<file path="src/sv/a2u_pkg.sv">
// ----------------------------------------------------------------------------
// a2u_pkg
// Shared types and token tables for the accent escape to UTF-8 converter.
// ----------------------------------------------------------------------------
package a2u_pkg;

    localparam logic [7:0] CH_OPEN  = 8'h3C;  // '<'
    localparam logic [7:0] CH_CLOSE = 8'h3E;  // '>'

    // work for the emitter: up to four bytes, first byte in bytes[0]
    typedef struct packed {
        logic [3:0][7:0] bytes;
        logic [1:0]      last;   // index of the final byte
        logic            eot;    // item carried end of text
    } t_job;

    // replacement looked up for a token
    typedef struct packed {
        logic        hit;
        logic [1:0]  last;       // number of utf-8 bytes minus one
        logic [23:0] seq;        // first byte in bits 23:16
    } t_repl;

    function automatic t_repl mk_repl(logic [1:0] last, logic [23:0] seq);
        t_repl r;
        r.hit  = 1'b1;
        r.last = last;
        r.seq  = seq;
        return r;
    endfunction

    // second character of any token
    function automatic logic tok_first(logic [7:0] c1);
        logic r;
        case (c1) inside
            ",", "C", "'", "^", 8'h60, ":", "e", "a", "~", "o", "O",
            "r", "s", "6", "9", "p", "0", "2", "3": r = 1'b1;
            default: r = 1'b0;
        endcase
        return r;
    endfunction

    // three-byte tokens <x>
    function automatic t_repl tok_short(logic [7:0] c1);
        t_repl r;
        r = '0;
        unique case (c1)
            "e":     r = mk_repl(2'd2, 24'hE1B589);
            "a":     r = mk_repl(2'd2, 24'hE1B583);
            "o":     r = mk_repl(2'd2, 24'hE1B592);
            "r":     r = mk_repl(2'd1, 24'hCAB300);
            "0":     r = mk_repl(2'd1, 24'hC2B000);
            "2":     r = mk_repl(2'd1, 24'hC2B200);
            "3":     r = mk_repl(2'd1, 24'hC2B300);
            "9":     r = mk_repl(2'd0, 24'h270000);
            default: r = '0;
        endcase
        return r;
    endfunction

    // four-byte tokens <xy>
    function automatic t_repl tok_long(logic [7:0] c1, logic [7:0] c2);
        t_repl r;
        r = '0;
        unique case ({c1, c2})
            ",c":     r = mk_repl(2'd1, 24'hC3A700);
            ",C":     r = mk_repl(2'd1, 24'hC38700);
            "C=":     r = mk_repl(2'd2, 24'hE282AC);
            "'e":     r = mk_repl(2'd1, 24'hC3A900);
            "^e":     r = mk_repl(2'd1, 24'hC3AA00);
            16'h6065: r = mk_repl(2'd1, 24'hC3A800);
            ":e":     r = mk_repl(2'd1, 24'hC3AB00);
            "'E":     r = mk_repl(2'd1, 24'hC38900);
            16'h6045: r = mk_repl(2'd1, 24'hC38800);
            "^E":     r = mk_repl(2'd1, 24'hC38A00);
            ":E":     r = mk_repl(2'd1, 24'hC38B00);
            16'h6061: r = mk_repl(2'd1, 24'hC3A000);
            "'a":     r = mk_repl(2'd1, 24'hC3A100);
            "^a":     r = mk_repl(2'd1, 24'hC3A200);
            ":a":     r = mk_repl(2'd1, 24'hC3A400);
            ":A":     r = mk_repl(2'd1, 24'hC38400);
            "'A":     r = mk_repl(2'd1, 24'hC38100);
            16'h6041: r = mk_repl(2'd1, 24'hC38000);
            "~A":     r = mk_repl(2'd1, 24'hC38300);
            "^A":     r = mk_repl(2'd1, 24'hC38200);
            "'o":     r = mk_repl(2'd1, 24'hC3B300);
            "^o":     r = mk_repl(2'd1, 24'hC3B400);
            ":o":     r = mk_repl(2'd1, 24'hC3B600);
            16'h606F: r = mk_repl(2'd1, 24'hC3B200);
            "oe":     r = mk_repl(2'd1, 24'hC59300);
            ":O":     r = mk_repl(2'd1, 24'hC39600);
            "^O":     r = mk_repl(2'd1, 24'hC39400);
            "OE":     r = mk_repl(2'd1, 24'hC59200);
            "^i":     r = mk_repl(2'd1, 24'hC3AE00);
            "'i":     r = mk_repl(2'd1, 24'hC3AD00);
            16'h6069: r = mk_repl(2'd1, 24'hC3AC00);
            ":i":     r = mk_repl(2'd1, 24'hC3AF00);
            16'h6049: r = mk_repl(2'd1, 24'hC38C00);
            "'I":     r = mk_repl(2'd1, 24'hC38D00);
            16'h6075: r = mk_repl(2'd1, 24'hC3B900);
            "^u":     r = mk_repl(2'd1, 24'hC3BB00);
            ":u":     r = mk_repl(2'd1, 24'hC3BC00);
            "'u":     r = mk_repl(2'd1, 24'hC3BA00);
            ":U":     r = mk_repl(2'd1, 24'hC39C00);
            "'U":     r = mk_repl(2'd1, 24'hC39A00);
            16'h6055: r = mk_repl(2'd1, 24'hC39900);
            "^U":     r = mk_repl(2'd1, 24'hC39B00);
            "ss":     r = mk_repl(2'd1, 24'hC39F00);
            ",,":     r = mk_repl(2'd2, 24'hE2809E);
            "66":     r = mk_repl(2'd2, 24'hE2809D);
            "99":     r = mk_repl(2'd2, 24'hE2809C);
            "~n":     r = mk_repl(2'd1, 24'hC3B100);
            "~N":     r = mk_repl(2'd1, 24'hC39100);
            "^!":     r = mk_repl(2'd1, 24'hC2A100);
            "^?":     r = mk_repl(2'd1, 24'hC2BF00);
            "po":     r = mk_repl(2'd1, 24'hC2A300);
            default:  r = '0;
        endcase
        return r;
    endfunction

endpackage

</file>
<file path="src/sv/accent_escape_to_utf8.sv">
// ----------------------------------------------------------------------------
// accent_escape_to_utf8
// Replaces <..> accent escape tokens in a byte stream with utf-8 sequences.
// ----------------------------------------------------------------------------
// the first byte for an item is written into the group queue when the item is
// accepted; bytes still held as a possible token wait for later items.
// throughput: one input byte per cycle while o_stall is low; the emitter
// sends one byte per accepted output item; the queue absorbs the difference.
// reset: synchronous, clears the held-byte count, the queue and the emitter.
module accent_escape_to_utf8 #(
    parameter int QUEUE_DEPTH = 4
) (
    input  logic       i_clk,
    input  logic       i_rst_n,
    input  logic       i_valid,
    output logic       o_stall,
    input  logic [7:0] i_text_byte,
    input  logic       i_end_of_text,
    output logic       o_valid,
    input  logic       i_stall,
    output logic [7:0] o_out_byte,
    output logic       o_run_last,
    output logic       o_text_done
);

    a2u_pkg::t_job job, head;
    logic          push, full, pop, avail, take;

    assign take    = i_valid && !full;
    assign o_stall = full;

    a2u_front u_front (
        .i_clk         (i_clk),
        .i_rst_n       (i_rst_n),
        .i_take        (take),
        .i_text_byte   (i_text_byte),
        .i_end_of_text (i_end_of_text),
        .o_push        (push),
        .o_job         (job)
    );

    a2u_queue #(
        .DEPTH (QUEUE_DEPTH)
    ) u_queue (
        .i_clk   (i_clk),
        .i_rst_n (i_rst_n),
        .i_push  (push && take),
        .i_job   (job),
        .o_full  (full),
        .i_pop   (pop),
        .o_avail (avail),
        .o_head  (head)
    );

    a2u_back u_back (
        .i_clk       (i_clk),
        .i_rst_n     (i_rst_n),
        .i_avail     (avail),
        .i_head      (head),
        .o_pop       (pop),
        .o_valid     (o_valid),
        .i_stall     (i_stall),
        .o_out_byte  (o_out_byte),
        .o_run_last  (o_run_last),
        .o_text_done (o_text_done)
    );

endmodule

</file>
<file path="src/sv/a2u_front.sv">
// ----------------------------------------------------------------------------
// a2u_front
// Holds candidate token bytes, classifies each input byte and builds the
// byte group to emit for it.
// ----------------------------------------------------------------------------
module a2u_front (
    input  logic            i_clk,
    input  logic            i_rst_n,
    input  logic            i_take,
    input  logic [7:0]      i_text_byte,
    input  logic            i_end_of_text,
    output logic            o_push,
    output a2u_pkg::t_job   o_job
);

    typedef enum logic [1:0] {
        K_PASS,
        K_HOLD,
        K_MATCH,
        K_FAIL
    } t_kind;

    logic [1:0]     r_cnt, n_cnt;
    logic [7:0]     r_c1, r_c2;
    t_kind          kind;
    a2u_pkg::t_repl repl;
    a2u_pkg::t_repl long_pre;
    a2u_pkg::t_repl short_hit;
    a2u_pkg::t_repl long_hit;
    logic           is_open, is_close;
    logic           inc_byte;
    logic [2:0]     raw_cnt;

    assign is_open   = (i_text_byte == a2u_pkg::CH_OPEN);
    assign is_close  = (i_text_byte == a2u_pkg::CH_CLOSE);
    assign short_hit = a2u_pkg::tok_short(r_c1);
    assign long_pre  = a2u_pkg::tok_long(r_c1, i_text_byte);
    assign long_hit  = a2u_pkg::tok_long(r_c1, r_c2);

    always_comb begin
        kind = K_FAIL;
        repl = short_hit;
        unique case (r_cnt)
            2'd0: begin
                kind = is_open ? K_HOLD : K_PASS;
            end
            2'd1: begin
                kind = a2u_pkg::tok_first(i_text_byte) ? K_HOLD : K_FAIL;
            end
            2'd2: begin
                if (is_close && short_hit.hit) begin
                    kind = K_MATCH;
                end else if (long_pre.hit) begin
                    kind = K_HOLD;
                end else begin
                    kind = K_FAIL;
                end
            end
            2'd3: begin
                repl = long_hit;
                kind = (is_close && long_hit.hit) ? K_MATCH : K_FAIL;
            end
            default: kind = K_FAIL;
        endcase
    end

    // raw group: held bytes then the new byte at position r_cnt
    always_comb begin
        inc_byte = 1'b1;
        n_cnt    = 2'd0;
        o_push   = 1'b1;
        case (kind)
            K_PASS:  n_cnt = 2'd0;
            K_MATCH: n_cnt = 2'd0;
            K_HOLD: begin
                o_push = i_end_of_text;
                n_cnt  = i_end_of_text ? 2'd0 : r_cnt + 2'd1;
            end
            default: begin
                // failed match: a new '<' starts over unless the text ends here
                inc_byte = !is_open || i_end_of_text;
                n_cnt    = (is_open && !i_end_of_text) ? 2'd1 : 2'd0;
            end
        endcase
        raw_cnt = {1'b0, r_cnt} + {2'b00, inc_byte};
    end

    always_comb begin
        o_job.eot = i_end_of_text;
        if (kind == K_MATCH) begin
            o_job.bytes[0] = repl.seq[23:16];
            o_job.bytes[1] = repl.seq[15:8];
            o_job.bytes[2] = repl.seq[7:0];
            o_job.bytes[3] = 8'h00;
            o_job.last     = repl.last;
        end else begin
            o_job.bytes[0] = (r_cnt == 2'd0) ? i_text_byte : a2u_pkg::CH_OPEN;
            o_job.bytes[1] = (r_cnt == 2'd1) ? i_text_byte : r_c1;
            o_job.bytes[2] = (r_cnt == 2'd2) ? i_text_byte : r_c2;
            o_job.bytes[3] = i_text_byte;
            o_job.last     = raw_cnt[1:0] - 2'd1;
        end
    end

    always_ff @(posedge i_clk) begin
        if (!i_rst_n) begin
            r_cnt <= 2'd0;
        end else if (i_take) begin
            r_cnt <= n_cnt;
        end
    end

    always_ff @(posedge i_clk) begin
        if (i_take && kind == K_HOLD) begin
            if (r_cnt == 2'd1) begin
                r_c1 <= i_text_byte;
            end
            if (r_cnt == 2'd2) begin
                r_c2 <= i_text_byte;
            end
        end
    end

endmodule

</file>
<file path="src/sv/a2u_queue.sv">
// ----------------------------------------------------------------------------
// a2u_queue
// Small first-in first-out queue of byte groups between classifier and emitter.
// ----------------------------------------------------------------------------
module a2u_queue #(
    parameter int DEPTH = 4
) (
    input  logic            i_clk,
    input  logic            i_rst_n,
    input  logic            i_push,
    input  a2u_pkg::t_job   i_job,
    output logic            o_full,
    input  logic            i_pop,
    output logic            o_avail,
    output a2u_pkg::t_job   o_head
);

    localparam int PTR_W = (DEPTH > 1) ? $clog2(DEPTH) : 1;
    localparam int CNT_W = $clog2(DEPTH + 1);

    a2u_pkg::t_job  r_mem [DEPTH];
    logic [PTR_W-1:0] r_wr, r_rd;
    logic [CNT_W-1:0] r_cnt;
    logic             do_push, do_pop;

    assign o_full  = (r_cnt == CNT_W'(DEPTH));
    assign o_avail = (r_cnt != '0);
    assign o_head  = r_mem[r_rd];
    assign do_push = i_push && !o_full;
    assign do_pop  = i_pop && o_avail;

    always_ff @(posedge i_clk) begin
        if (!i_rst_n) begin
            r_wr  <= '0;
            r_rd  <= '0;
            r_cnt <= '0;
        end else begin
            if (do_push) begin
                r_wr <= (r_wr == PTR_W'(DEPTH - 1)) ? '0 : r_wr + 1'b1;
            end
            if (do_pop) begin
                r_rd <= (r_rd == PTR_W'(DEPTH - 1)) ? '0 : r_rd + 1'b1;
            end
            if (do_push && !do_pop) begin
                r_cnt <= r_cnt + 1'b1;
            end else if (do_pop && !do_push) begin
                r_cnt <= r_cnt - 1'b1;
            end
        end
    end

    always_ff @(posedge i_clk) begin
        if (do_push) begin
            r_mem[r_wr] <= i_job;
        end
    end

endmodule

</file>
<file path="src/sv/a2u_back.sv">
// ----------------------------------------------------------------------------
// a2u_back
// Emits the bytes of the queue head one per accepted output item.
// ----------------------------------------------------------------------------
module a2u_back (
    input  logic            i_clk,
    input  logic            i_rst_n,
    input  logic            i_avail,
    input  a2u_pkg::t_job   i_head,
    output logic            o_pop,
    output logic            o_valid,
    input  logic            i_stall,
    output logic [7:0]      o_out_byte,
    output logic            o_run_last,
    output logic            o_text_done
);

    logic [1:0] r_idx;
    logic       fire;

    assign o_valid     = i_avail;
    assign o_out_byte  = i_head.bytes[r_idx];
    assign o_run_last  = (r_idx == i_head.last);
    assign o_text_done = o_run_last && i_head.eot;
    assign fire        = o_valid && !i_stall;
    assign o_pop       = fire && o_run_last;

    always_ff @(posedge i_clk) begin
        if (!i_rst_n) begin
            r_idx <= 2'd0;
        end else if (fire) begin
            r_idx <= o_run_last ? 2'd0 : r_idx + 2'd1;
        end
    end

endmodule

</file>
<file path="config.mk">
export PLATFORM = sky130hd
export DESIGN_NAME = accent_escape_to_utf8
export DESIGN_NICKNAME = d
export VERILOG_FILES = /design/src/sv/a2u_pkg.sv /design/src/sv/accent_escape_to_utf8.sv /design/src/sv/a2u_front.sv /design/src/sv/a2u_queue.sv /design/src/sv/a2u_back.sv
export SDC_FILE = /design/constraint.sdc
export NUM_CORES = 1
export LEC_CHECK = 0
export BUFFER_PORTS_ARGS = -buffer_cell sky130_fd_sc_hd__buf_4
export CORE_UTILIZATION = 45
export DETAILED_ROUTE_END_ITERATION = 10
export GPL_ROUTABILITY_DRIVEN = 0
export GPL_TIMING_DRIVEN = 0
export PLACE_DENSITY = 0.68
export SETUP_SLACK_MARGIN = 0.3
export SLEW_MARGIN = 30
export SYNTH_ARGS = -nofsm -noshare
export SYNTH_HDL_FRONTEND = slang
export SYNTH_SLANG_ARGS = --single-unit
</file>
<file path="constraint.sdc">
create_clock -name i_clk -period 6.2 [get_ports i_clk]
set_clock_uncertainty 0.15 [all_clocks]
set_input_delay 0.31 -clock i_clk [delete_from_list [all_inputs] [get_ports i_clk]]
set_output_delay 0.31 -clock i_clk [all_outputs]
set_load 0.1 [all_outputs]
</file>
==> results.yml, run 1 <==
outcome:
  outcome: "complete, no violations"
sta:
  max-slew-margin-rel: 0.4318
  finalCritPeriodShare: 0.7717
  setup_viol_count_final: 0
  fmax_mhz: 209.0
  maxSlewViolCount: 0
  min_period_ns: 4.784
  setup_tns_ns: 0
  worst_pin_slew_ns: 0.8523
  rsz0062_at_grt: "false"
  hold_slack_ns: 0.1055
  hold_viol: 0
grt:
  antenna_found_initial: 0
  grt_overflow: 0
  grt_max_degree: 21
  first_global_vias: 6919
  grtUsageTotal: 0.2465
  grt_pass1_wl_um: 39670
cts:
  htreeDepth: 4
  path_clk_slew_ns: 0.07
  cts_tree: "built"
  cts_root_buf: "clkbuf_16"
  cts-buffers-inserted: 17
  postCtsSetupBuffers: 0
  clockBufferDepth: 2
  clk_latency_ns: 0.43
  clock_sinks: 169
detailed_routing:
  via_per_inst: 6.658
  wl_per_cell_um: 24.17
  first_pass_iters: 6
  drt-total-wl_um: 25410
  drtAntennaViolNets: 0
  first_iter_violations: 952
  drc: 0
  num_vias: 6998
setup_path:
  cp-start-kind: "flip-flop"
  critPathKind: "reg2reg"
  slowest_delay_ns: 0.57
  critPathCaptureType: "flip-flop"
  crit_slowest_cell: "nand4_1"
  path_delay_family: "compound AO/OA/AOI/OAI gates"
  critPathMaxFanout: 10
  cp.required_ns: 6.40
  worstPathArrival_ns: 4.98
  path_buf_inv: 3
  path_cells: "clkbuf_1 -> nand4_1 -> o22a_1 -> o31ai_2 -> or3_2 -> nor3_1 -> a221o_1 -> buf_6 -> a31oi_2 -> ha_1 -> inv_1 -> fa_1 -> xor2_1 -> or3_1 -> a21boi_0"
flow_run:
  maxCapViolCount: 0
worst_hold_path:
  hold_path_class: "in2reg"
floorplan:
  std_cell_rows: 52
  dieArea_um2: 21270
  fp.dieW_um: 145.8
  start_util: 0.4601
  ioPinCount: 25
  core_area_um2: 20230
  die_y_um: 145.8
layout:
  fillerInstances: 1685
  seqCellArea_um2: 4945
  final_util: 0.5235
  drive_gt1_frac: 0.2190
  stdcell_area_um2: 10590
  nets: 794
  n_antenna_cell: 0
  area_delta_synth_final_pct: 13.79
  multi_input_area_um2: 4048
synth:
  synth_area_leaders: "edfxtp_1, mux4_2, dfxtp_1"
  synth-main-ff-cell: "edfxtp_1"
  yosys.area.top_type: "edfxtp_1"
  syn_inst: 718
  synth_cell_type_count: 82
  synth_edf_count: 156
  ys_warn_count: 0
  synth_top_cell_area_share: 0.5032
  netlist_area_um2: 9309
  ys_ff_latch: 169
  ys_seq_area_frac: 0.5312
  syn_area_per_cell_um2: 12.97
  async_flop_share: 0
  ys_top_cells_by_count: "edfxtp_1, mux4_2, nor2_1, clkbuf_1, nand2_1"
  synth.net_count: 744
  synth.most_common_cell: "edfxtp_1"
place:
  dp_hpwl_um: 17900
  postPlaceCellArea_um2: 9953
  numPortBuffers: 21
power:
  ir_drop_mv: 0.2093
  leakagePower_nw: 3.420
  power_density_nw_per_um2: 343.5
## where the power goes
part	leakage [nW]	total [mW]	internal [mW]	switching (mW)
combinational	1.59	1.09	0.360	0.726
sequential	1.54	1.47	1.41	0.0553
clock	0.298	1.09	0.669	0.419
total	3.42	3.64	2.44	1.20
## per-stage QoR
| step | worst slack (ns) | power [mW] | cells |
|---|---|---|---|
| after detailed placement | 1.543 | 2.571 | 1017 |
| after global routing | 1.171 | 3.773 | 1051 |
| after global placement | -1.015 | 2.507 | 1009 |
| after CTS | 1.513 | 3.654 | 1051 |
| after floorplan | 0.7451 | 2.283 | 718 |
| final | 1.416 | 3.639 | 1051 |
## cell families after synthesis
logic type / count (synthesis) / synth area share
simple gates: 244 / 0.1651
flops: 169 / 0.5312
compound gates: 140 / 0.1098
buf+inv: 77 / 0.03602
mux: 66 / 0.1312
fa+ha+maj: 13 / 0.01828
xor+xnor: 9 / 0.008467
## worst min-delay path: cells and delay by family
kind	cells	cell delay (ns)
buffers and inverters	1	0.08
AO/OA/AOI/OAI	2	0.14
AND/OR/NAND/NOR	1	0.12
## final timing paths
check	start	end	slack, ns	cells past startpoint
worst max-delay path	u_front.r_c2[1]$_DFFE_PP_	u_queue.r_cnt[2]$_SDFFE_PN0P_	1.42	15
worst min-delay path	i_stall	u_back.r_idx[0]$_SDFFE_PN0P_	0.11	4
worst max register to register	u_front.r_c2[1]$_DFFE_PP_	u_queue.r_cnt[2]$_SDFFE_PN0P_	1.42	15
worst min register to register	u_queue.r_wr[1]$_SDFFE_PN0P_	u_queue.r_wr[1]$_SDFFE_PN0P_	0.37	2
## layer usage
| metal | part of all wire | routed length, µm | global-route usage | vias to the layer above |
|---|---|---|---|---|
| li1 | - | - | - | 2994 |
| met1 | 0.40 | 10190 | 0.3299 | 3469 |
| met2 | 0.47 | 11980 | 0.3938 | 443 |
| met3 | 0.091 | 2315 | 0.04984 | 92 |
| met4 | 0.036 | 922 | 0.09947 | 0 |
| met5 | 0 | 0 | 0 | - |
## placed cells by master, fill, tap and decap left out, types with 6 or more instances in the layout
cell and instances:
mux2_2 18, or3_1 7, a21oi_1 12, a211oi_1 8, nand2b_1 11, a31oi_1 7, buf_2 17, clkbuf_16 17
mux4_2 43, nor3_1 26, dfxtp_1 13, o21a_1 6, or4bb_1 7, nand2_1 35, nand4_1 6, clkbuf_1 37
nand4bb_1 8, nor4_1 15, and2_1 7, nor2_1 40, ha_1 12, o21ai_0 27, nand4b_1 7, nor2b_1 10
inv_1 19, a2111oi_0 6, or4_1 8, buf_4 21, edfxtp_1 156, a21boi_0 6, a21o_1 6, o2111ai_1 6
o211ai_1 7
## flip-flops by register name (all words and copies together) (netlist names), named ones only
| signal | cells |
|---|---|
| u_front.r_c1 | 8 |
| u_queue.r_wr | 2 |
| u_front.r_cnt | 2 |
| u_queue.r_rd | 2 |
| u_front.r_c2 | 8 |
| u_queue.r_cnt | 3 |
| u_back.r_idx | 2 |
| u_queue.r_mem | 140 |
## final cells by class
class	instances	area share
clock buffer	18	0.04051
buffer	58	0.02528
clock inverter	14	0.01701
multi-input combinational	472	0.3821
inverter	19	0.006733
tap	270	0.03189
timing repair buffer	31	0.02965
sequential	169	0.4668
## timing repair
item / 4_1_cts / 5_1_grt
hold endpoints to repair: 5 / 0
hold buffers: 2 / 0
gates resized for setup: 0 / 0
No activity file was read; power rests on OpenSTA's default activity.
==> inputs of run 2 (changes only) <==
==> constraint.sdc (replaced) <==
create_clock -name i_clk -period 4.8 [get_ports i_clk]
set_clock_uncertainty 0.15 [all_clocks]
set_input_delay 0.24 -clock i_clk [delete_from_list [all_inputs] [get_ports i_clk]]
set_output_delay 0.24 -clock i_clk [all_outputs]
set_load 0.1 [all_outputs]
==> run 2 against run 1 <==
Via count increased by 1.6%. Cell area rose by 2.4%. Combinational power up 31%. Non-clock buffer count is 17 higher. Routed wire length increased by 0.11%. Maximum frequency is 7.2% higher. Critical path depth stayed put. Critical path type unchanged. Highest routed layer unchanged.
==> results.yml, run 2 (synthesis results as in run 1) <==
grt:
  grtUsageTotal: 0.2443
  first_global_vias: 7083
  antenna_found_initial: 0
  grt_pass1_wl_um: 39600
  grt_max_degree: 21
  grt_overflow: 0
layout:
  nets: 811
  final_util: 0.5361
  multi_input_area_um2: 4173
  area_delta_synth_final_pct: 16.52
  drive_gt1_frac: 0.2585
  final_common_cell: "edfxtp_1"
  seqCellArea_um2: 4945
  final_cell_mix: "edfxtp_1, buf_4, mux4_2"
  regMostFlops: "u_queue.r_mem"
  n_antenna_cell: 0
  stdcell_area_um2: 10850
  largest_reg_flops: 140
  top_regs: "u_queue.r_mem: 140 flops, u_front.r_c1: 8 flops, u_front.r_c2: 8 flops"
  fillerInstances: 1640
sta:
  hold_slack_ns: 0.06170
  setup_viol_count_final: 0
  hold_viol: 0
  maxSlewViolCount: 0
  max-slew-margin-rel: 0.3749
  rsz0062_at_grt: "true"
  min_period_ns: 4.461
  finalCritPeriodShare: 0.9295
  finalWorstSetupSlack_ns: 0.3386
  fmax_mhz: 224.1
  worst_pin_slew_ns: 0.9255
detailed_routing:
  drtAntennaViolNets: 0
  first_pass_iters: 6
  wl_per_cell_um: 23.84
  num_vias: 7110
  drc: 0
  drt-total-wl_um: 25430
  via_per_inst: 6.664
  first_iter_violations: 981
setup_path:
  slowest_delay_ns: 0.56
  cp-start-kind: "flip-flop"
  path_buf_inv: 3
  r2r-start: "u_front.r_c2[3]$_DFFE_PP_"
  critPathMaxFanout: 10
  rr_worst_depth: 15
  path_delay_family: "simple AND/OR/NAND/NOR gates"
  critPathKind: "reg2reg"
  rrSetupSlack_ns: 0.34
  path_cells: "clkbuf_1 -> nor4bb_2 -> and3_1 -> o41ai_1 -> o21ai_1 -> nor2_2 -> a221o_1 -> buf_6 -> a31oi_4 -> ha_2 -> inv_1 -> fa_1 -> xor2_1 -> or3_1 -> a21boi_0"
  r2r-end: "u_queue.r_cnt[2]$_SDFFE_PN0P_"
  cp.required_ns: 4.99
  worstPathArrival_ns: 4.65
  critPathCaptureType: "flip-flop"
  crit_slowest_cell: "nor4bb_2"
flow_run:
  maxCapViolCount: 0
place:
  numPortBuffers: 21
  dpl_worst_slack_ns: 0.08138
  postPlaceCellArea_um2: 9947
  dp_hpwl_um: 17700
power:
  pwr-share-comb: 0.304
  ir_drop_mv: 0.2573
  switching_share: 0.3370
  clkPwrFrac: 0.294
  seqPwrFrac: 0.402
  switchingPower_mw: 1.586
  power_mw: 4.705
  internal_power_mw: 3.119
  power_density_nw_per_um2: 433.8
  leakagePower_nw: 3.560
floorplan:
  core_area_um2: 20230
  start_util: 0.4601
  dieArea_um2: 21270
  die_y_um: 145.8
  fp.dieW_um: 145.8
  ioPinCount: 25
  std_cell_rows: 52
cts:
  clk_latency_ns: 0.42
  cts_root_buf: "clkbuf_16"
  cts-buffers-inserted: 17
  path_clk_slew_ns: 0.07
  cts_tree: "built"
  htreeDepth: 4
  clock_sinks: 169
  clockBufferDepth: 2
worst_hold_path:
  hold_path_class: "in2reg"
  min_to: "u_back.r_idx[0]$_SDFFE_PN0P_"
  whs_path_depth: 4
  min_from: "i_stall"
outcome:
  outcome: "complete, no violations"
[run 2: cell count changes in the layout (fill, tap and decap cells not counted), sizes merged]
cell,previous run,this run
bufinv,4,3
clkinv,10,3
clkinvlp,0,4
inv,19,23
buf,49,65
[run 2: layout make-up]
type / instances / share of cell area
inverter: 19 / 0.006575
clock inverter: 14 / 0.01580
tap: 270 / 0.03115
multi-input combinational: 472 / 0.3847
sequential: 169 / 0.4559
timing repair buffer: 48 / 0.04107
buffer: 58 / 0.02561
clock buffer: 17 / 0.03922
[run 2: routing by layer]
layer	GRT usage	part of all wire	routed length [µm]
met2	0.3940	0.47	12040
met4	0.1168	0.041	1032
met3	0.04796	0.082	2086
met5	0	0	0
met1	0.3175	0.40	10270
[run 2: timing repair]
| item | CTS | global route |
|---|---|---|
| buffers inserted | 6 | 14 |
| resized for setup | 11 | 17 |
| gates cloned | 0 | 0 |
| endpoints found under the setup margin | 1 | 38 |
| pin swaps | 2 | 5 |
| endpoints found under the hold margin | 7 | 0 |
| hold buffers | 2 | 0 |
[run 2: power groups by stage]
stage | logic, mW | registers, mW | clock network [mW]
after CTS | 1.41 | 1.89 | 1.40
after global placement | 1.32 | 1.91 | 0
after floorplan | 1.05 | 1.90 | 0
final | 1.43 | 1.89 | 1.38
after detailed placement | 1.40 | 1.92 | 0
after global routing | 1.51 | 1.90 | 1.46
[run 2: per-stage QoR]
step / TNS [ns] / cells
after global routing: 0 / 1067
after global placement: -41.44 / 1009
after detailed placement: 0 / 1014
final: 0 / 1067
after floorplan: 0 / 718
after CTS: 0 / 1053
[run 2: worst max-delay path by stage]
stage / startpoint / endpoint / slack, ns / cells after the start
2_1_floorplan: u_front.r_c1[5]$_DFFE_PP_ / u_queue.r_cnt[2]$_SDFFE_PN0P_ / 0.66 / 14
3_3_place_gp: u_front.r_c1[2]$_DFFE_PP_ / u_queue.r_mem[0][33]$_DFFE_PP_ / -0.31 / 10
3_5_place_dp: u_front.r_c1[5]$_DFFE_PP_ / u_queue.r_cnt[2]$_SDFFE_PN0P_ / 0.08 / 15
4_1_cts: u_front.r_c1[1]$_DFFE_PP_ / u_queue.r_cnt[2]$_SDFFE_PN0P_ / 0.30 / 15
5_1_grt: u_front.r_c2[4]$_DFFE_PP_ / u_queue.r_cnt[2]$_SDFFE_PN0P_ / 0.23 / 15
6_report: u_front.r_c2[3]$_DFFE_PP_ / u_queue.r_cnt[2]$_SDFFE_PN0P_ / 0.34 / 15
[run 2: tightest hold or removal path, delay by kind of cell]
kind	cells	cell delay, ns
AOI/OAI and AO/OA	2	0.15
and+or+nand+nor	1	0.12
buffers and inverters	1	0.08
==> inputs of run 3 (changes only) <==
==> constraint.sdc (replaced) <==
create_clock -name i_clk -period 4.6 [get_ports i_clk]
set_clock_uncertainty 0.15 [all_clocks]
set_input_delay 0.46 -clock i_clk [delete_from_list [all_inputs] [get_ports i_clk]]
set_output_delay 0.46 -clock i_clk [all_outputs]
set_load 0.1 [all_outputs]
==> run 3 against run 2 <==
Global-route usage grew 0.23 points. Hold slack gained 0.081 ns. Sequential power increased by 4%. First-iteration DRC count increased by 6.3%. Critical path depth did not move. Worst setup slack worse by 0.10 ns. Critical path type unchanged. Critical endpoint unchanged. Largest power group unchanged.
==> results.yml, run 3 (synthesis results as in run 1) <==
sta:
  maxSlewViolCount: 0
  setup_viol_count_final: 0
  finalCritPeriodShare: 0.9481
  hold_viol: 0
  min_period_ns: 4.361
  rsz0062_at_grt: "true"
  setup_tns_ns: 0
  worst_pin_slew_ns: 1.017
  max-slew-margin-rel: 0.3129
  hold_slack_ns: 0.1432
  fmax_mhz: 229.3
cts:
  cts_tree: "built"
  cts-buffers-inserted: 17
  htreeDepth: 4
  clk_latency_ns: 0.42
  path_clk_slew_ns: 0.07
  clock_sinks: 169
  clockBufferDepth: 2
  cts_root_buf: "clkbuf_16"
floorplan:
  dieArea_um2: 21270
  core_area_um2: 20230
  std_cell_rows: 52
  fp.dieW_um: 145.8
  start_util: 0.4601
  ioPinCount: 25
  die_y_um: 145.8
worst_hold_path:
  min_from: "i_rst_n"
  hold_path_class: "in2reg"
  min_to: "u_front.r_cnt[0]$_SDFFE_PN0P_"
  whs_path_depth: 3
setup_path:
  rr_worst_depth: 15
  critPathMaxFanout: 10
  path_buf_inv: 3
  r2r-start: "u_front.r_c1[7]$_DFFE_PP_"
  critPathCaptureType: "flip-flop"
  cpMostUsedCell: "buf_6"
  rrSetupSlack_ns: 0.24
  cp-start-kind: "flip-flop"
  worstPathArrival_ns: 4.56
  path_cells: "or4b_1 -> buf_6 -> nor3_4 -> a211oi_2 -> o311ai_4 -> nor2_2 -> a221o_1 -> buf_6 -> a31oi_4 -> ha_4 -> inv_1 -> fa_1 -> xor2_1 -> or3_1 -> a21boi_1"
  path_delay_family: "simple AND/OR/NAND/NOR gates"
  slowest_delay_ns: 0.56
  critPathKind: "reg2reg"
  r2r-end: "u_queue.r_cnt[2]$_SDFFE_PN0P_"
  crit_slowest_cell: "or4b_1"
  cp.required_ns: 4.80
layout:
  top_regs: "u_queue.r_mem: 140 flops, u_front.r_c1: 8 flops, u_front.r_c2: 8 flops"
  final_common_cell: "edfxtp_1"
  final_cell_mix: "edfxtp_1, buf_4, mux4_2"
  multi_input_area_um2: 4207
  area_delta_synth_final_pct: 17.39
  seqCellArea_um2: 4945
  regMostFlops: "u_queue.r_mem"
  largest_reg_flops: 140
  nets: 817
  fillerInstances: 1623
  stdcell_area_um2: 10930
  finalNonFillerCells: 1073
  drive_gt1_frac: 0.2690
  n_antenna_cell: 0
detailed_routing:
  num_vias: 7146
  first_pass_iters: 6
  drtAntennaViolNets: 0
  via_per_inst: 6.660
  wl_per_cell_um: 23.98
  drt-total-wl_um: 25730
  drc: 0
  first_iter_violations: 1043
power:
  power_mw: 4.923
  ir_drop_mv: 0.2706
  power_density_nw_per_um2: 450.5
  leakagePower_nw: 3.629
place:
  dp_hpwl_um: 17700
  postPlaceCellArea_um2: 9947
  dp.cells: 1014
  numPortBuffers: 21
flow_run:
  maxCapViolCount: 0
grt:
  grtUsageTotal: 0.2467
  grt_max_degree: 21
  first_global_vias: 7163
  grt_overflow: 0
  grt_pass1_wl_um: 39960
  antenna_found_initial: 0
outcome:
  outcome: "complete, no violations"
run 3: worst register-to-register path: cells and delay by family, from the launching register on:
family                   cells  cell delay, ns
XOR/XNOR                     1            0.16
buffers and inverters        3            0.39
AO/OA/AOI/OAI                5            1.18
AND/OR/NAND/NOR              4            1.30
flip-flops                   1            0.51
adder cells (fa/ha/maj)      2            0.60
run 3: area by class of cell:
type	instances	share of cell area
flip-flops and latches	169	0.4525
plain buffers	58	0.02610
inverters	19	0.006526
well taps	270	0.03091
repair buffers	54	0.04442
clock inverters	14	0.01569
multi-input cells	472	0.3849
clock buffers	17	0.03893
run 3: timing repair:
item	4_1_cts	5_1_grt
resized for setup	23	19
setup endpoints to repair	75	88
setup buffers	16	12
hold buffers	0	0
pin swaps	8	6
run 3: how the worst max path moves through the flow:
stage / to / cells after the start / start
6_report: u_queue.r_cnt[2]$_SDFFE_PN0P_ / 15 / u_front.r_c1[7]$_DFFE_PP_
5_1_grt: u_queue.r_cnt[2]$_SDFFE_PN0P_ / 16 / u_front.r_c1[7]$_DFFE_PP_
4_1_cts: u_queue.r_cnt[2]$_SDFFE_PN0P_ / 15 / u_front.r_c2[4]$_DFFE_PP_
3_5_place_dp: u_queue.r_cnt[2]$_SDFFE_PN0P_ / 15 / u_front.r_c1[5]$_DFFE_PP_
3_3_place_gp: u_queue.r_mem[0][33]$_DFFE_PP_ / 10 / u_front.r_c1[2]$_DFFE_PP_
2_1_floorplan: u_queue.r_cnt[2]$_SDFFE_PN0P_ / 14 / u_front.r_c1[5]$_DFFE_PP_
run 3: where the power goes:
part	switching [mW]	internal, mW	leakage (nW)
clock network	0.593	0.856	0.282
logic	0.996	0.506	1.81
registers	0.0723	1.90	1.54
run 3: per-stage QoR:
stage                     setup WS (ns)  utilization
final                            0.2389       0.5401
after global routing            0.09749       0.5401
after CTS                        0.2888       0.5328
after detailed placement        -0.1186       0.4916
after global placement          -0.5067       0.4849
after floorplan                  0.4564            -
run 3: per-layer routing:
metal  GRT usage  wire length, µm  vias up  share of wire
li1            -                -     3046              -
met1      0.3196            10090     3525           0.39
met2      0.3962            12220      456           0.47
met3     0.05110             2303      119          0.089
met4      0.1195             1122        0          0.044
met5           0                0        -              0
